<file path="config.mk">
export PLATFORM = sky130hd
export DESIGN_NAME = dual_source_key_qualifier
export DESIGN_NICKNAME = d
export VERILOG_FILES = /design/src/rtl/dsk_pkg.sv /design/src/rtl/dsk_link_merge.sv /design/src/rtl/dsk_key_lane.sv /design/src/rtl/dual_source_key_qualifier.sv
export SDC_FILE = /design/constraint.sdc
export NUM_CORES = 1
export LEC_CHECK = 0
export BUFFER_PORTS_ARGS = -buffer_cell sky130_fd_sc_hd__clkbuf_2
export CORE_UTILIZATION = 45
export CTS_CLUSTER_SIZE = 14
export DETAILED_ROUTE_END_ITERATION = 10
export SLEW_MARGIN = 20
export SYNTH_ARGS = -nofsm -noshare
export SYNTH_HDL_FRONTEND = slang
export SYNTH_SLANG_ARGS = --single-unit
</file>
<file path="constraint.sdc">
create_clock -name clk_i -period 12.3 [get_ports clk_i]
set_input_delay 2.46 -clock clk_i [delete_from_list [all_inputs] [get_ports clk_i]]
set_output_delay 2.46 -clock clk_i [all_outputs]
set_load 0.05 [all_outputs]
</file>
<file path="src/rtl/dsk_pkg.sv">
// shared types and constants of the dual source key qualifier
package dsk_pkg;

  localparam int NumKeys = 18;
  localparam int BtnW = 18;
  localparam int AxisW = 16;
  localparam int TimerW = 8;
  localparam logic [TimerW-1:0] TimerMax = 8'hFF;
  localparam logic [TimerW-1:0] ThreshReset = 8'd6;

  typedef enum logic [1:0] {
    CmdTick       = 2'd0,
    CmdClrPress   = 2'd1,
    CmdClrRelease = 2'd2
  } cmd_e;

  typedef enum logic [1:0] {
    LinkPrimary   = 2'd0,
    LinkSecondary = 2'd1,
    LinkLost      = 2'd2
  } link_e;

  typedef struct packed {
    logic [1:0]              cmd;
    logic [4:0]              key_index;
    logic                    primary_up;
    logic                    secondary_up;
    logic signed [AxisW-1:0] primary_mouse_x;
    logic signed [AxisW-1:0] primary_mouse_y;
    logic signed [AxisW-1:0] primary_mouse_z;
    logic [BtnW-1:0]         primary_buttons;
    logic signed [AxisW-1:0] secondary_mouse_x;
    logic signed [AxisW-1:0] secondary_mouse_y;
    logic signed [AxisW-1:0] secondary_mouse_z;
    logic [BtnW-1:0]         secondary_buttons;
  } in_t;

  typedef struct packed {
    logic [1:0]              link_status;
    logic                    secondary_link_up;
    logic signed [AxisW-1:0] mouse_x;
    logic signed [AxisW-1:0] mouse_y;
    logic signed [AxisW-1:0] mouse_z;
    logic [BtnW-1:0]         pressed_keys;
    logic                    any_pressed;
    logic                    event_hit;
  } out_t;

  // merged view of both links for one tick
  typedef struct packed {
    logic [1:0]              status;
    logic                    sec_up;
    logic signed [AxisW-1:0] x;
    logic signed [AxisW-1:0] y;
    logic signed [AxisW-1:0] z;
    logic [BtnW-1:0]         buttons;
  } merge_t;

  // per-key control from the top level
  typedef struct packed {
    logic tick;
    logic down;
    logic clr_press;
    logic clr_release;
  } lane_ctl_t;

  // per-key status back to the top level
  typedef struct packed {
    logic pressed_d;
    logic hit;
  } lane_sts_t;

endpackage

</file>
<file path="src/rtl/dsk_link_merge.sv">
// link selection and merge of mouse and button data from both links
module dsk_link_merge import dsk_pkg::*; (
  input  in_t    item_i,
  output merge_t merge_o
);

  function automatic logic signed [AxisW-1:0] pick_axis(
    input logic signed [AxisW-1:0] pv,
    input logic signed [AxisW-1:0] sv,
    input logic                    p_up
  );
    return (p_up || (pv != '0)) ? pv : sv;
  endfunction

  always_comb begin
    if (item_i.primary_up) begin
      merge_o.status = LinkPrimary;
    end else if (item_i.secondary_up) begin
      merge_o.status = LinkSecondary;
    end else begin
      merge_o.status = LinkLost;
    end
    merge_o.sec_up = item_i.secondary_up;
    merge_o.x = pick_axis(item_i.primary_mouse_x, item_i.secondary_mouse_x,
                          item_i.primary_up);
    merge_o.y = pick_axis(item_i.primary_mouse_y, item_i.secondary_mouse_y,
                          item_i.primary_up);
    merge_o.z = pick_axis(item_i.primary_mouse_z, item_i.secondary_mouse_z,
                          item_i.primary_up);
    // secondary buttons count only while the primary link is down
    merge_o.buttons = item_i.primary_up ? item_i.primary_buttons
                                        : (item_i.primary_buttons | item_i.secondary_buttons);
  end

endmodule

</file>
<file path="src/rtl/dsk_key_lane.sv">
// hold timer and sticky press and release events of one key
module dsk_key_lane import dsk_pkg::*; (
  input  logic              clk_i,
  input  logic              rst_ni,
  input  logic [TimerW-1:0] threshold_i,
  input  lane_ctl_t         ctl_i,
  output lane_sts_t         sts_o
);

  logic [TimerW-1:0] timer_q, timer_d, timer_inc;
  logic              conf_q, conf_d;
  logic              press_q, press_d;
  logic              rel_q, rel_d;
  logic              pressed_q, pressed_d;

  assign timer_inc = (timer_q != TimerMax) ? timer_q + 1'b1 : timer_q;

  always_comb begin
    timer_d   = timer_q;
    conf_d    = conf_q;
    press_d   = press_q;
    rel_d     = rel_q;
    pressed_d = pressed_q;
    if (ctl_i.tick) begin
      pressed_d = ctl_i.down;
      if (ctl_i.down) begin
        timer_d = timer_inc;
        if (timer_inc == threshold_i) begin
          press_d = 1'b1;
          conf_d  = 1'b1;
        end
      end else begin
        timer_d = '0;
        if (conf_q) begin
          rel_d  = 1'b1;
          conf_d = 1'b0;
        end
      end
    end
    if (ctl_i.clr_press) begin
      press_d = 1'b0;
    end
    if (ctl_i.clr_release) begin
      rel_d = 1'b0;
    end
  end

  always_ff @(posedge clk_i or negedge rst_ni) begin
    if (!rst_ni) begin
      timer_q   <= '0;
      conf_q    <= 1'b0;
      press_q   <= 1'b0;
      rel_q     <= 1'b0;
      pressed_q <= 1'b0;
    end else begin
      timer_q   <= timer_d;
      conf_q    <= conf_d;
      press_q   <= press_d;
      rel_q     <= rel_d;
      pressed_q <= pressed_d;
    end
  end

  assign sts_o.pressed_d = pressed_d;
  assign sts_o.hit = (ctl_i.clr_press & press_q) | (ctl_i.clr_release & rel_q);

endmodule

</file>
<file path="src/rtl/dual_source_key_qualifier.sv">
// top level of the dual source key qualifier: link merge and per-key qualification
// an item passes the input register, then the result register
// throughput: one item per cycle; both stages stall only on output back-pressure
// all key lanes update in parallel in the cycle the item leaves the input register
// reset: async active low; timers, events, link status, mouse and key state clear,
// press threshold returns to 6, both pipeline stages empty
module dual_source_key_qualifier import dsk_pkg::*; (
  input  logic              clk_i,
  input  logic              rst_ni,
  input  logic              in_valid_i,
  output logic              in_ready_o,
  input  in_t               in_data_i,
  output logic              out_valid_o,
  input  logic              out_ready_i,
  output out_t              out_data_o,
  input  logic              cfg_we_i,
  input  logic [TimerW-1:0] cfg_wdata_i
);

  // pipeline control
  logic in_valid_q, in_valid_d;
  logic out_valid_q, out_valid_d;
  logic advance;
  in_t  in_q;
  out_t out_q;

  // threshold register
  logic [TimerW-1:0] thresh_q;

  // shared state shown on every result
  logic [1:0]              status_q, status_d;
  logic                    sec_q, sec_d;
  logic signed [AxisW-1:0] mx_q, mx_d, my_q, my_d, mz_q, mz_d;

  merge_t merge;
  logic   is_tick, is_clr_press, is_clr_release;

  lane_ctl_t [NumKeys-1:0] lane_ctl;
  lane_sts_t [NumKeys-1:0] lane_sts;
  logic [NumKeys-1:0]      pressed_all;
  logic [NumKeys-1:0]      hit_all;
  logic [BtnW-1:0]         pressed_out;

  // result stage takes a new item when empty or being drained
  assign advance    = in_valid_q & (~out_valid_q | out_ready_i);
  assign in_ready_o = ~in_valid_q | advance;
  assign in_valid_d = (in_valid_i & in_ready_o) | (in_valid_q & ~advance);
  assign out_valid_d = advance | (out_valid_q & ~out_ready_i);

  always_ff @(posedge clk_i or negedge rst_ni) begin
    if (!rst_ni) begin
      in_valid_q  <= 1'b0;
      out_valid_q <= 1'b0;
    end else begin
      in_valid_q  <= in_valid_d;
      out_valid_q <= out_valid_d;
    end
  end

  always_ff @(posedge clk_i) begin
    if (in_valid_i && in_ready_o) begin
      in_q <= in_data_i;
    end
  end

  always_ff @(posedge clk_i or negedge rst_ni) begin
    if (!rst_ni) begin
      thresh_q <= ThreshReset;
    end else if (cfg_we_i) begin
      thresh_q <= cfg_wdata_i;
    end
  end

  // command decode; the unused code does nothing
  always_comb begin
    is_tick        = 1'b0;
    is_clr_press   = 1'b0;
    is_clr_release = 1'b0;
    case (in_q.cmd)
      CmdTick:       is_tick        = advance;
      CmdClrPress:   is_clr_press   = advance;
      CmdClrRelease: is_clr_release = advance;
      default: ;
    endcase
  end

  dsk_link_merge u_merge (
    .item_i  (in_q),
    .merge_o (merge)
  );

  // link status and mouse follow only on ticks
  always_comb begin
    status_d = status_q;
    sec_d    = sec_q;
    mx_d     = mx_q;
    my_d     = my_q;
    mz_d     = mz_q;
    if (is_tick) begin
      status_d = merge.status;
      sec_d    = merge.sec_up;
      mx_d     = merge.x;
      my_d     = merge.y;
      mz_d     = merge.z;
    end
  end

  always_ff @(posedge clk_i or negedge rst_ni) begin
    if (!rst_ni) begin
      status_q <= LinkPrimary;
      sec_q    <= 1'b0;
      mx_q     <= '0;
      my_q     <= '0;
      mz_q     <= '0;
    end else begin
      status_q <= status_d;
      sec_q    <= sec_d;
      mx_q     <= mx_d;
      my_q     <= my_d;
      mz_q     <= mz_d;
    end
  end

  // one lane per key; keys past the button word are never down
  for (genvar k = 0; k < NumKeys; k++) begin : g_lane
    logic key_match;
    assign key_match = (32'(in_q.key_index) == k);

    if (k < BtnW) begin : g_btn
      assign lane_ctl[k].down = merge.buttons[k];
    end else begin : g_nobtn
      assign lane_ctl[k].down = 1'b0;
    end
    assign lane_ctl[k].tick        = is_tick;
    assign lane_ctl[k].clr_press   = is_clr_press & key_match;
    assign lane_ctl[k].clr_release = is_clr_release & key_match;

    dsk_key_lane u_lane (
      .clk_i       (clk_i),
      .rst_ni      (rst_ni),
      .threshold_i (thresh_q),
      .ctl_i       (lane_ctl[k]),
      .sts_o       (lane_sts[k])
    );

    assign pressed_all[k] = lane_sts[k].pressed_d;
    assign hit_all[k]     = lane_sts[k].hit;
  end

  // pressed word on the result is the button width wide
  for (genvar b = 0; b < BtnW; b++) begin : g_out
    if (b < NumKeys) begin : g_key
      assign pressed_out[b] = pressed_all[b];
    end else begin : g_none
      assign pressed_out[b] = 1'b0;
    end
  end

  always_ff @(posedge clk_i) begin
    if (advance) begin
      out_q.link_status       <= status_d;
      out_q.secondary_link_up <= sec_d;
      out_q.mouse_x           <= mx_d;
      out_q.mouse_y           <= my_d;
      out_q.mouse_z           <= mz_d;
      out_q.pressed_keys      <= pressed_out;
      out_q.any_pressed       <= |pressed_all;
      out_q.event_hit         <= |hit_all;
    end
  end

  assign out_valid_o = out_valid_q;
  assign out_data_o  = out_q;

endmodule

</file>
==> run metrics <==
status finished clean; async set-or-reset flop fraction in the synthesized netlist approximately 57%; Top Usage Layer GRT met2; syn_nets ~2700; die area around 0.056 sq mm; HPWL after DPL ~45000 microns; Seq/Total Area, Yosys between 50% and 60%; RD Place Congestion between 0.9 and 1; row cnt 85; met3 global-route usage ~6.2%; met2 Use GR around two fifths; PortBufs 226; Mean Syn Cell Area slightly below 10 sq um; Fin Setup TNS 0 ps; width of the die approximately 240 microns; clock sink total 489; worst-margin pin slew approximately 980 ps; Syn Inst Count 2482; CP required 9840 ps; DR WL/cell between 20 and 25 microns; number of global-route vias before repair between 15000 and 20000; period utilization 46.3%; Critical Path End Type primary output; CTS tree built; GR Util met1 32.6%; insertion delay to the later sink of the worst-skew pair between 600 and 700 ps; depth of the worst register-to-register path 8; share of cells above drive strength 1 15.3%; FF+latch count, synth about 490; Total GRT Usage 24.5%; Syn. warnings 0; fmax about 0.18 GHz; Max Clock Skew approximately 12 ps; RSZ-0062 raised after global routing false; Root Driver clkbuf_16; pwr dens 166 mW/mm^2; 1st-iter DRT viols approximately 1600; first-pass GRT wire length ~110000 microns; crit path DAT 3240 ps; Pleak between 10 and 15 nW; reg2reg setup slack 9010 ps; Remaining DRCs 0; postcts setup bufs 0; Final Util about half; die height between 200 and 250 microns; Final Hold Vio Count 0; library cells used by synthesis 90; Core Area approximately 0.054 sq mm; H-Tree Depth 2; First-pass DRT Iterations 5; Initial Util roughly 46%; Critical Path End in_ready_o; min cycle time layout roughly 5700 ps; critical path class in -> out; # IOs ~230; Setup crit start out_ready_i; area occupied by multi-input gates between 0.01 and 0.015 sq mm; number of antenna violations at the first check in global routing 2; number of synthesized flops with an enable pin about 210; CP Max Fanout 3; Hold Crit Class reg -> reg; Antenna diodes 0; post-synth top area cell dfrtp_1; # nets final roughly 2800; RR Startpoint thresh_q[6]; hold-fix buffers at CTS 0; Via density ~5.9; Max VDD drop around 0.00013 V; Yosys top cell area share between 20% and 30%; grt ovf 0; largest net degree at the start of global routing 152; r2r endpoint g_lane[16].u_lane.press_q; Routed WL just under 70000 microns; post-route ant nets 0; via count 19900; endpoints failing setup 0; Max Cap Violations 0; ys flop type dfrtp_1; top cells by area, synth dfrtp_1, edfxtp_1, a21oi_1; CTS resizes 0; FF+latch area 0.0133 sq mm; Worst slew margin roughly 34%; Clock Tree Buf Depth 3; Layout fillers 4839; CP Launch Type input port; Final Slew Violations 0; Syn Std Cell Area roughly 0.025 sq mm; CTS Buf Count 53; clock transition at the registers of the reported paths 60 ps; area added between synthesis and finish 13.7%
## worst max-delay path: stages
cell	delay (ps)
clkbuf_2	70
nand2b_1	150
or2_2	310
clkbuf_2	250
## cells in the mapped netlist (all sizes together) (10+ instances only)
cell and number:
edfxtp 212, clkbuf 119, or2 13, a32o 10, or3 15, a21o 23
and4 22, o22a 13, o22ai 20, a31oi 62, dfrtp 275, nor2 188
and2 18, mux2i 22, mux2 19, nand2b 14, a21oi 311, o21a 29
nor4 28, buf 56, o31ai 14, nand4 46, a22o 18, inv 32
nor3 42, nor2b 12, ha 18, xor2 35, and3 34, nand2 252
o2111ai 10, o211ai 12, o21ai 190, xnor2 90, nand3 95
## cell families (layout without fill, tap and decap cells)
group	after synthesis	after routing	share of synthesized area [%]
flip-flops	489	489	54.0
AO/OA/AOI/OAI	791	791	19.4
multiplexers	41	41	1.76
XOR/XNOR	125	125	4.44
buffers and inverters	210	395	3.60
adder cells (fa/ha/maj)	19	19	0.954
AND/OR/NAND/NOR	807	807	15.9
## report_power, final
part           total [mW]  internal (mW)  switching [mW]
sequential           2.13           1.93           0.191
clock                1.62          0.953           0.666
combinational       0.897          0.331           0.567
total                4.64           3.22            1.42
## worst min-delay path by stage
stage / end / cells after the start / from
6_report: sec_q / 2 / sec_q
5_1_grt: my_q[2] / 2 / my_q[2]
4_1_cts: sec_q / 2 / sec_q
3_5_place_dp: sec_q / 2 / sec_q
3_3_place_gp: status_q[0] / 2 / status_q[0]
2_1_floorplan: status_q[0] / 2 / status_q[0]
## per-layer routing
layer / vias to the layer above / routed length, microns
met1: 9653 / 29400
met2: 633 / 30700
met5: - / 13
met4: 2 / 2200
met3: 143 / 5390
li1: 9460 / -
## placed cells by master (no fill, tap or decap), types with 19 or more instances in the layout
cell type  count
nand2_1      249
buf_4         31
nor3_1        40
o21a_1        29
dfrtp_1      275
o21ai_0      186
mux2_2        19
a31oi_1       62
mux2i_1       22
nand4_1       46
edfxtp_1     212
and4_1        20
o22ai_1       20
a21oi_1      309
nor2_1       187
and3_1        33
clkbuf_2     225
clkbuf_16     53
inv_1         30
xor2_1        35
xnor2_1       90
a21o_1        23
nor4_1        24
nand3_1       95
## through the flow
step	setup WS [ps]	power (mW)	hold WS [ps]	std cells	instance area, sq um
after floorplan	5610	2.78	430	2482	24600
after global placement	6590	3.02	445	3263	26200
after detailed placement	6610	3.05	458	3263	26200
after CTS	6600	4.67	472	3362	28000
after global routing	6550	4.88	498	3363	28000
final	6600	4.64	471	3363	28000
## final cells by class
class                           count  area share (%)
Clock inverter                     20           0.973
Clock buffer                       79            5.36
Multi-Input combinational cell   1783            37.4
Inverter                           35           0.473
Tap cell                          696            3.11
Sequential cell                   489            47.4
Timing Repair Buffer              261            5.21
## state kept, by name (all words and copies together) (netlist names), 16 cells and up
register,count
g_lane.u_lane.conf_q,18
g_lane.u_lane.press_q,18
g_lane.u_lane.pressed_q,18
g_lane.u_lane.rel_q,18
g_lane.u_lane.timer_q,144
in_q,141
mx_q,16
my_q,16
mz_q,16
out_data_o,71
Power figures use the tool's default switching activity.
